$ cat config.mk
export PLATFORM = sky130hd
export DESIGN_NAME = periodic_priority_task_scheduler
export DESIGN_NICKNAME = d
export VERILOG_FILES = /design/src/rtl/pts_pkg.sv /design/src/rtl/pts_slot_ram.sv /design/src/rtl/periodic_priority_task_scheduler.sv
export SDC_FILE = /design/constraint.sdc
export NUM_CORES = 2
export LEC_CHECK = 0
export ABC_AREA = 1
export BUFFER_PORTS_ARGS = -buffer_cell sky130_fd_sc_hd__buf_4
export CAP_MARGIN = 20
export CORE_MARGIN = 3
export CORE_UTILIZATION = 40
export CTS_BUF_LIST = sky130_fd_sc_hd__clkbuf_16
export DETAILED_ROUTE_END_ITERATION = 7
export HOLD_SLACK_MARGIN = 0.05
export PLACE_DENSITY = 0.62
export SYNTH_ARGS = -nofsm -noshare
export SYNTH_HDL_FRONTEND = slang
export SYNTH_SLANG_ARGS = --single-unit
$ cat constraint.sdc
create_clock -name clk -period 54.1 [get_ports clk]
set_input_delay 2.705 -clock clk [delete_from_list [all_inputs] [get_ports clk]]
set_output_delay 2.705 -clock clk [all_outputs]
set_load 0.02 [all_outputs]
$ cat src/rtl/pts_pkg.sv
// ----------------------------------------------------------------------------
// Periodic task scheduler package
// Shared constants, command and status codes, the slot entry layout and the due check.
// ----------------------------------------------------------------------------
package pts_pkg;

  localparam int TASKS  = 16;
  localparam int SLOT_W = $clog2(TASKS);
  localparam int CNT_W  = $clog2(TASKS + 1);

  localparam logic [7:0] PRIO_NONE = 8'd255;

  localparam logic [3:0] CMD_REGISTER   = 4'd0;
  localparam logic [3:0] CMD_UNREGISTER = 4'd1;
  localparam logic [3:0] CMD_START      = 4'd2;
  localparam logic [3:0] CMD_STOP       = 4'd3;
  localparam logic [3:0] CMD_SUSPEND    = 4'd4;
  localparam logic [3:0] CMD_RESUME     = 4'd5;
  localparam logic [3:0] CMD_SET_PERIOD = 4'd6;
  localparam logic [3:0] CMD_SET_PRIO   = 4'd7;
  localparam logic [3:0] CMD_DISPATCH   = 4'd8;
  localparam logic [3:0] CMD_COMPLETE   = 4'd9;
  localparam logic [3:0] CMD_READ       = 4'd10;
  localparam logic [3:0] CMD_CLR_STATS  = 4'd11;
  localparam logic [3:0] CMD_SUSP_ALL   = 4'd12;
  localparam logic [3:0] CMD_RES_ALL    = 4'd13;
  localparam logic [3:0] CMD_PENDING    = 4'd14;
  localparam logic [3:0] CMD_RESERVED   = 4'd15;

  localparam logic [2:0] STS_OK        = 3'd0;
  localparam logic [2:0] STS_FULL      = 3'd1;
  localparam logic [2:0] STS_BAD_PARAM = 3'd2;
  localparam logic [2:0] STS_NOT_FOUND = 3'd3;
  localparam logic [2:0] STS_BAD_STATE = 3'd4;

  localparam logic [1:0] TS_STOPPED   = 2'd0;
  localparam logic [1:0] TS_READY     = 2'd1;
  localparam logic [1:0] TS_RUNNING   = 2'd2;
  localparam logic [1:0] TS_SUSPENDED = 2'd3;

  typedef struct packed {
    logic [7:0]  tag;
    logic [31:0] period;
    logic [7:0]  priority_num;
    logic [31:0] last_run;
    logic [31:0] max_exec;
    logic [31:0] max_jitter;
  } slot_entry_t;

  function automatic logic is_due(input logic [31:0] now_t, input logic [31:0] last_run,
                                  input logic [31:0] period);
    logic [31:0] elapsed;
    elapsed = now_t - last_run;
    return elapsed >= period;
  endfunction

endpackage

$ cat src/rtl/pts_slot_ram.sv
// ----------------------------------------------------------------------------
// Slot table memory
// One write port and one read port with registered read data.
// ----------------------------------------------------------------------------
module pts_slot_ram (
  input  logic                       clk,
  input  logic                       we,
  input  logic [pts_pkg::SLOT_W-1:0] waddr,
  input  pts_pkg::slot_entry_t       wdata,
  input  logic [pts_pkg::SLOT_W-1:0] raddr,
  output pts_pkg::slot_entry_t       rdata
);
  import pts_pkg::*;

  slot_entry_t mem [TASKS];

  always_ff @(posedge clk) begin
    if (we) begin
      mem[waddr] <= wdata;
    end
    rdata <= mem[raddr];
  end

endmodule

$ cat src/rtl/periodic_priority_task_scheduler.sv
// ----------------------------------------------------------------------------
// Periodic priority task scheduler
// Command-driven table of periodic tasks with fixed-priority dispatch.
// ----------------------------------------------------------------------------
// Every command passes from the start transfer to the done strobe through a
// scan that reads one slot of the table memory per cycle, then the read,
// calculate and execute states finish the command on the chosen slot.
// A new command is taken only when idle; busy is high from acceptance until done.
// The result is shown for one cycle and cannot be stalled by the receiver.
// Synchronous reset clears all slot flags, the task count and the next id; no clearing pass.
module periodic_priority_task_scheduler (
  input  logic        clk,
  input  logic        rst,
  input  logic        start,
  output logic        busy,
  input  logic [3:0]  command,
  input  logic [31:0] now,
  input  logic [7:0]  task_id,
  input  logic [31:0] period,
  input  logic [7:0]  priority_req,
  output logic        done,
  output logic [2:0]  status,
  output logic [7:0]  result_id,
  output logic        found,
  output logic [31:0] info_period,
  output logic [7:0]  info_priority,
  output logic [31:0] info_last_run,
  output logic [31:0] info_max_exec,
  output logic [31:0] info_max_jitter,
  output logic [1:0]  info_state,
  output logic [pts_pkg::CNT_W-1:0] task_count,
  output logic [pts_pkg::CNT_W-1:0] affected_count,
  input  logic        psel,
  input  logic        penable,
  input  logic        pwrite,
  input  logic [2:0]  paddr,
  input  logic [31:0] pwdata,
  output logic [31:0] prdata,
  output logic        pready
);
  import pts_pkg::*;

  localparam logic [2:0] S_IDLE = 3'd0;
  localparam logic [2:0] S_SCAN = 3'd1;
  localparam logic [2:0] S_READ = 3'd2;
  localparam logic [2:0] S_CALC = 3'd3;
  localparam logic [2:0] S_EXEC = 3'd4;

  logic [2:0]        fsm;
  logic [7:0]        priority_limit;
  logic [TASKS-1:0]  slot_used;
  logic [1:0]        slot_state [TASKS];
  logic [7:0]        next_id;
  logic [CNT_W-1:0]  used_count;
  logic              task_busy;
  logic [SLOT_W-1:0] running_slot;

  logic [3:0]        cmd_q;
  logic [31:0]       now_q;
  logic [7:0]        id_q;
  logic [31:0]       per_q;
  logic [7:0]        pri_q;

  logic [SLOT_W:0]   scan_cnt;
  logic              ev_vld;
  logic [SLOT_W-1:0] ev_idx;
  logic              hit;
  logic [SLOT_W-1:0] sel;
  logic [7:0]        best;
  logic [CNT_W-1:0]  affected;

  slot_entry_t       ram_rdata;
  slot_entry_t       ram_wdata;
  logic              ram_we;
  logic [SLOT_W-1:0] ram_waddr;
  logic [SLOT_W-1:0] ram_raddr;

  slot_entry_t       ent_q;
  logic [31:0]       sched_q;
  logic [31:0]       exec_q;

  logic              cfg_write;
  logic              ev_used;
  logic [1:0]        ev_state;
  logic              ev_due;
  logic [31:0]       jitter;
  logic              param_bad;
  logic [1:0]        sel_state;

  pts_slot_ram u_ram (
    .clk   (clk),
    .we    (ram_we),
    .waddr (ram_waddr),
    .wdata (ram_wdata),
    .raddr (ram_raddr),
    .rdata (ram_rdata)
  );

  assign busy      = (fsm != S_IDLE);
  assign pready    = 1'b1;
  assign cfg_write = psel && penable && pwrite && !paddr[2];
  assign prdata    = paddr[2] ? 32'd0 : {24'd0, priority_limit};
  assign task_count = used_count;

  assign ev_used  = slot_used[ev_idx];
  assign ev_state = slot_state[ev_idx];
  assign ev_due   = ev_used && (ev_state == TS_READY) &&
                    is_due(now_q, ram_rdata.last_run, ram_rdata.period);
  assign jitter   = (now_q > sched_q) ? (now_q - sched_q) : (sched_q - now_q);
  assign param_bad = ((cmd_q == CMD_SET_PERIOD) && (per_q == 32'd0)) ||
                     ((cmd_q == CMD_SET_PRIO) && (pri_q > priority_limit));
  assign sel_state = slot_state[sel];

  always_comb begin
    ram_raddr = (fsm == S_SCAN) ? scan_cnt[SLOT_W-1:0] : sel;
  end

  // Memory write: resume-all stamps during the scan, the rest in execute.
  always_comb begin
    ram_we    = 1'b0;
    ram_waddr = sel;
    ram_wdata = ent_q;
    if (fsm == S_SCAN) begin
      ram_waddr = ev_idx;
      ram_wdata = ram_rdata;
      ram_wdata.last_run = now_q;
      ram_we = ev_vld && (cmd_q == CMD_RES_ALL) && ev_used && (ev_state == TS_SUSPENDED);
    end else if (fsm == S_EXEC) begin
      unique case (cmd_q)
        CMD_REGISTER: begin
          ram_we = hit;
          ram_wdata.tag          = next_id;
          ram_wdata.period       = per_q;
          ram_wdata.priority_num = pri_q;
          ram_wdata.last_run     = now_q;
          ram_wdata.max_exec     = 32'd0;
          ram_wdata.max_jitter   = 32'd0;
        end
        CMD_DISPATCH: begin
          ram_we = hit && !task_busy;
          ram_wdata.last_run = now_q;
          if (jitter > ent_q.max_jitter) begin
            ram_wdata.max_jitter = jitter;
          end
        end
        CMD_COMPLETE: begin
          ram_we = task_busy;
          if (exec_q > ent_q.max_exec) begin
            ram_wdata.max_exec = exec_q;
          end
        end
        CMD_START: begin
          ram_we = hit && !param_bad;
          ram_wdata.last_run = now_q;
        end
        CMD_RESUME: begin
          ram_we = hit && (sel_state == TS_SUSPENDED);
          ram_wdata.last_run = now_q;
        end
        CMD_SET_PERIOD: begin
          ram_we = hit && !param_bad;
          ram_wdata.period   = per_q;
          ram_wdata.last_run = now_q;
        end
        CMD_SET_PRIO: begin
          ram_we = hit && !param_bad;
          ram_wdata.priority_num = pri_q;
        end
        CMD_CLR_STATS: begin
          ram_we = hit;
          ram_wdata.max_exec   = 32'd0;
          ram_wdata.max_jitter = 32'd0;
        end
        default: begin
          ram_we = 1'b0;
        end
      endcase
    end
  end

  always_ff @(posedge clk) begin
    if (rst) begin
      fsm            <= S_IDLE;
      priority_limit <= PRIO_NONE;
      slot_used      <= '0;
      for (int i = 0; i < TASKS; i++) begin
        slot_state[i] <= TS_STOPPED;
      end
      next_id        <= 8'd0;
      used_count     <= '0;
      task_busy      <= 1'b0;
      running_slot   <= '0;
      done           <= 1'b0;
      ev_vld         <= 1'b0;
    end else begin
      done <= 1'b0;
      if (cfg_write) begin
        priority_limit <= pwdata[7:0];
      end
      unique case (fsm)
        S_IDLE: begin
          if (start) begin
            cmd_q    <= command;
            now_q    <= now;
            id_q     <= task_id;
            per_q    <= period;
            pri_q    <= priority_req;
            scan_cnt <= '0;
            ev_vld   <= 1'b0;
            hit      <= 1'b0;
            sel      <= '0;
            best     <= PRIO_NONE;
            affected <= '0;
            fsm      <= S_SCAN;
          end
        end
        S_SCAN: begin
          ev_vld <= (scan_cnt < (SLOT_W + 1)'(TASKS));
          ev_idx <= scan_cnt[SLOT_W-1:0];
          if (scan_cnt < (SLOT_W + 1)'(TASKS)) begin
            scan_cnt <= scan_cnt + 1'b1;
          end
          if (ev_vld) begin
            unique case (cmd_q)
              CMD_REGISTER: begin
                if (!ev_used && !hit) begin
                  hit <= 1'b1;
                  sel <= ev_idx;
                end
              end
              CMD_DISPATCH: begin
                if (ev_due && (ram_rdata.priority_num < best)) begin
                  hit  <= 1'b1;
                  sel  <= ev_idx;
                  best <= ram_rdata.priority_num;
                end
              end
              CMD_PENDING: begin
                if (ev_due) begin
                  hit <= 1'b1;
                end
              end
              CMD_SUSP_ALL: begin
                if (ev_used && (ev_state == TS_READY || ev_state == TS_RUNNING)) begin
                  slot_state[ev_idx] <= TS_SUSPENDED;
                  affected <= affected + 1'b1;
                end
              end
              CMD_RES_ALL: begin
                if (ev_used && (ev_state == TS_SUSPENDED)) begin
                  slot_state[ev_idx] <= TS_READY;
                  affected <= affected + 1'b1;
                end
              end
              default: begin
                if (ev_used && (ram_rdata.tag == id_q) && !hit) begin
                  hit <= 1'b1;
                  sel <= ev_idx;
                end
              end
            endcase
            if (ev_idx == SLOT_W'(TASKS - 1)) begin
              fsm <= S_READ;
              if (cmd_q == CMD_COMPLETE) begin
                sel <= running_slot;
              end
            end
          end
        end
        S_READ: begin
          fsm <= S_CALC;
        end
        S_CALC: begin
          ent_q   <= ram_rdata;
          sched_q <= ram_rdata.last_run + ram_rdata.period;
          exec_q  <= now_q - ram_rdata.last_run;
          fsm     <= S_EXEC;
        end
        S_EXEC: begin
          fsm             <= S_IDLE;
          done            <= 1'b1;
          status          <= STS_OK;
          result_id       <= 8'd0;
          found           <= 1'b0;
          info_period     <= 32'd0;
          info_priority   <= 8'd0;
          info_last_run   <= 32'd0;
          info_max_exec   <= 32'd0;
          info_max_jitter <= 32'd0;
          info_state      <= TS_STOPPED;
          affected_count  <= '0;
          unique case (cmd_q)
            CMD_REGISTER: begin
              if (hit) begin
                slot_used[sel]  <= 1'b1;
                slot_state[sel] <= TS_READY;
                result_id       <= next_id;
                next_id         <= next_id + 8'd1;
                used_count      <= used_count + 1'b1;
              end else begin
                status <= STS_FULL;
              end
            end
            CMD_DISPATCH: begin
              if (task_busy) begin
                status <= STS_BAD_STATE;
              end else if (hit) begin
                slot_state[sel] <= TS_RUNNING;
                task_busy       <= 1'b1;
                running_slot    <= sel;
                found           <= 1'b1;
                result_id       <= ent_q.tag;
              end
            end
            CMD_COMPLETE: begin
              if (!task_busy) begin
                status <= STS_BAD_STATE;
              end else begin
                if (sel_state == TS_RUNNING) begin
                  slot_state[sel] <= TS_READY;
                end
                task_busy <= 1'b0;
                result_id <= ent_q.tag;
              end
            end
            CMD_SUSP_ALL, CMD_RES_ALL: begin
              affected_count <= affected;
            end
            CMD_PENDING: begin
              found <= hit;
            end
            CMD_RESERVED: begin
              status <= STS_BAD_PARAM;
            end
            default: begin
              result_id <= id_q;
              if (param_bad) begin
                status <= STS_BAD_PARAM;
              end else if (!hit) begin
                status <= STS_NOT_FOUND;
              end else begin
                unique case (cmd_q)
                  CMD_UNREGISTER: begin
                    slot_used[sel]  <= 1'b0;
                    slot_state[sel] <= TS_STOPPED;
                    used_count      <= used_count - 1'b1;
                    if (task_busy && (running_slot == sel)) begin
                      task_busy <= 1'b0;
                    end
                  end
                  CMD_START: begin
                    slot_state[sel] <= TS_READY;
                  end
                  CMD_STOP: begin
                    slot_state[sel] <= TS_STOPPED;
                  end
                  CMD_SUSPEND: begin
                    if (sel_state == TS_READY || sel_state == TS_RUNNING) begin
                      slot_state[sel] <= TS_SUSPENDED;
                    end else begin
                      status <= STS_BAD_STATE;
                    end
                  end
                  CMD_RESUME: begin
                    if (sel_state == TS_SUSPENDED) begin
                      slot_state[sel] <= TS_READY;
                    end else begin
                      status <= STS_BAD_STATE;
                    end
                  end
                  CMD_READ: begin
                    info_period     <= ent_q.period;
                    info_priority   <= ent_q.priority_num;
                    info_last_run   <= ent_q.last_run;
                    info_max_exec   <= ent_q.max_exec;
                    info_max_jitter <= ent_q.max_jitter;
                    info_state      <= sel_state;
                  end
                  default: begin
                    // Set period, set priority and statistics clear only touch the memory.
                  end
                endcase
              end
            end
          endcase
        end
        default: begin
          fsm <= S_IDLE;
        end
      endcase
    end
  end

  a_done_after_busy: assert property (@(posedge clk) disable iff (rst)
    done |-> $past(busy))
    else $error("done strobe without a command in progress");

  a_start_takes: assert property (@(posedge clk) disable iff (rst)
    (start && !busy) |=> busy)
    else $error("accepted command did not raise busy");

  a_count_matches: assert property (@(posedge clk) disable iff (rst)
    !busy |-> (used_count == CNT_W'($countones(slot_used))))
    else $error("task count disagrees with occupied slots");

  a_count_range: assert property (@(posedge clk) disable iff (rst)
    used_count <= CNT_W'(TASKS))
    else $error("task count above table size");

endmodule

==> metrics.csv <==
metric;value;unit
initial core utilization;0.4028;
layout cells sized above 1;0.08756;
relative slew slack;0.001727;
Final period util;0.1409;
most used cell, CP;nand2_1;
Worst path slowest cell;inv_2;
Rows;206;
Critical Path Source Type;register;
Met1 Routed Length;157400;um
CTS buffer count;303;
Static Leak;50.46;nW
Final nets;11150;
area share of the largest cell type after synthesis;0.6640;
Clock Latency Late Sink;0.92;ns
post-layout min period;7.625;ns
Synth-to-Final Area Change;12.74;%
CTS Hold Buffers Added;0;
worst-margin pin slew;1.497;ns
largest net degree at the start of global routing;242;
via/cell ratio;5.687;
most frequent cells in the layout;edfxtp_1, nor2_1, o21ai_0;
CTS Buffer Depth;4;
DR WL/cell;25.59;um
Clock Tree Root;clkbuf_16;
Mapped Cells;10580;
placer congestion estimate;0.9488;
metal2 WL;182600;um
final-report setup violation count;0;
crit path kind;reg2reg;
initial antenna violation count;21;
Peak VDD IR;0.02590;mV
asr flop ratio synth;0;
Worst Setup End Kind;register;
Max Used Layer;met4;
synth warn;0;
top_reg_cell synth;edfxtp_1;
post-cts sizing count;0;
postcts setup bufs;0;
worst-path fanout max;33;
worst path required time;54.61;ns
setup TNS;0;ns
Detailed Routing Iterations Pass 1;6;
vias in the first global route;82030;
DRT iter0 DRCs;10420;
mapped cell area;0.1271;sq mm
post-synth top area cell;edfxtp_1;
crit-path max cell delay;0.67;ns
Avg Inst Size Synth;12.02;sq um
CTS tree;yes;
post-route cell area;0.1433;sq mm
Final ANT Viol Nets;0;
skew final;0.09890;ns
Yosys reg bits;3009;
clock sink count;3009;
sequential area share after synthesis;0.6953;
PD cells;41.47;mW/mm^2
io pins;320;
Max Cap Viol;0;
gr usage total;0.2312;
H-tree level count;5;
top post-synthesis cells by area;edfxtp_1, nor2_1, o21ai_0;
Hold Fails Final Rpt;0;
DP HPWL;233300;um
type of the worst min-delay path;reg2reg;
EDFF count, synth;2810;
buffers added on ports;268;
wire length on met3;31780;um
synth unique cells;64;
Routed WL;388300;um
RSZ-0062 raised after global routing;false;
status;finished clean;
Die ar.;0.3245;sq mm
worst path arrival time;8.13;ns
global route overflow;0;
Placement Cell Area;0.1334;sq mm
drc violations;0;
Die Wd;569.7;um
most common cell after layout, fill and taps aside;edfxtp_1;
Max Fclk;0.1311;GHz
max-slew violations;0;
Die Height;569.7;um
Core ar.;0.3155;sq mm
routed vias;86310;
clk slew on worst S/H paths;0.06;ns
global-route wire length before repair;557800;um
==> metrics by stage <==
stage	total power, mW	utilization	setup slack [ns]	hold WS [ns]	cells
3_5_place_dp	3.921	0.4228	46.59	0.4139	14590
4_1_cts	5.944	0.4531	46.54	0.4234	15130
5_1_grt	6.167	0.4541	46.02	0.4350	15170
3_3_place_gp	3.899	0.4226	46.56	0.4111	14580
2_1_floorplan	3.512	-	30.20	0.4082	10600
6_report	5.941	0.4541	46.47	0.4222	15180
==> synthesized netlist by cell type, drive strengths merged (11+ instances only) <==
master / count
xnor2: 31
o221ai: 73
ha: 246
a31oi: 27
o211ai: 102
nand3: 144
o21a: 11
nand3b: 22
inv: 593
edfxtp: 2810
dfxtp: 199
nor2: 2223
buf: 243
o21ai: 1179
o22ai: 145
clkbuf: 376
a21oi: 484
o21bai: 16
mux2i: 92
nor4: 13
nand2: 849
nand4: 39
xor2: 87
o32ai: 442
nor3: 51
==> where the power goes <==
part	total (mW)	switching [mW]	internal [mW]
registers	2.78	0.0813	2.70
logic	1.13	0.801	0.324
clock network	2.04	0.874	1.16
==> routing by layer <==
| layer | track usage | vias to the layer above |
|---|---|---|
| met3 | 0.03621 | 678 |
| met1 | 0.3092 | 43170 |
| met2 | 0.3767 | 3788 |
| met5 | 0 | - |
| met4 | 0.09406 | 0 |
| li1 | - | 38680 |
==> final timing paths <==
kind                         from          endpoint  slack (ns)  cells past startpoint
setup / recovery         now_q[7]  u_ram.mem[12][9]       46.47                     28
hold reg to reg   u_ram.rdata[45]         ent_q[45]        0.42                      0
hold / removal    u_ram.rdata[45]         ent_q[45]        0.42                      0
setup reg to reg         now_q[7]  u_ram.mem[12][9]       46.47                     28
==> layout make-up <==
cell class | count | area, sq um
diodes | 6 | 15.01
clock inverters | 235 | 1842
flip-flops and latches | 3009 | 88360
clock buffers | 309 | 7732
inverters | 598 | 2283
fillers | 28250 | 172200
well taps | 4160 | 5205
repair buffers | 485 | 3866
multi-input cells | 6374 | 33970
==> cells by family (layout without fill, tap and decap cells) <==
family | Yosys count | in the layout | synth area share
buffers and inverters | 1217 | 1627 | 0.03971
other | 2 | 31 | 0.00005909
AO/OA/AOI/OAI | 2535 | 2535 | 0.1208
multiplexers | 92 | 92 | 0.007246
XOR/XNOR | 118 | 118 | 0.008132
AND/OR/NAND/NOR | 3353 | 3353 | 0.1037
flip-flops | 3009 | 3009 | 0.6953
adder cells (fa/ha/maj) | 251 | 251 | 0.02501
==> flip-flops by register name, summed over array words and instances, names as in the netlist, 5 cells and up, named ones only <==
| register | count |
|---|---|
| affected | 5 |
| affected_count | 5 |
| best | 8 |
| ent_q | 144 |
| exec_q | 32 |
| id_q | 8 |
| info_last_run | 32 |
| info_max_exec | 32 |
| info_max_jitter | 32 |
| info_period | 32 |
| info_priority | 8 |
| next_id | 8 |
| now_q | 32 |
| per_q | 32 |
| pri_q | 8 |
| priority_limit | 8 |
| result_id | 8 |
| scan_cnt | 5 |
| sched_q | 32 |
| slot_state | 32 |
| task_count | 5 |
| u_ram.mem | 2304 |
| u_ram.rdata | 144 |
==> critical path, delay by kind of cell (launching register included) <==
kind | cells | cell delay [ns]
AOI/OAI and AO/OA | 6 | 1.60
DFF | 1 | 0.64
adders and majority gates | 2 | 0.81
buffers and inverters | 6 | 1.69
and+or+nand+nor | 14 | 2.48
No activity file was read; power rests on OpenSTA's default activity.
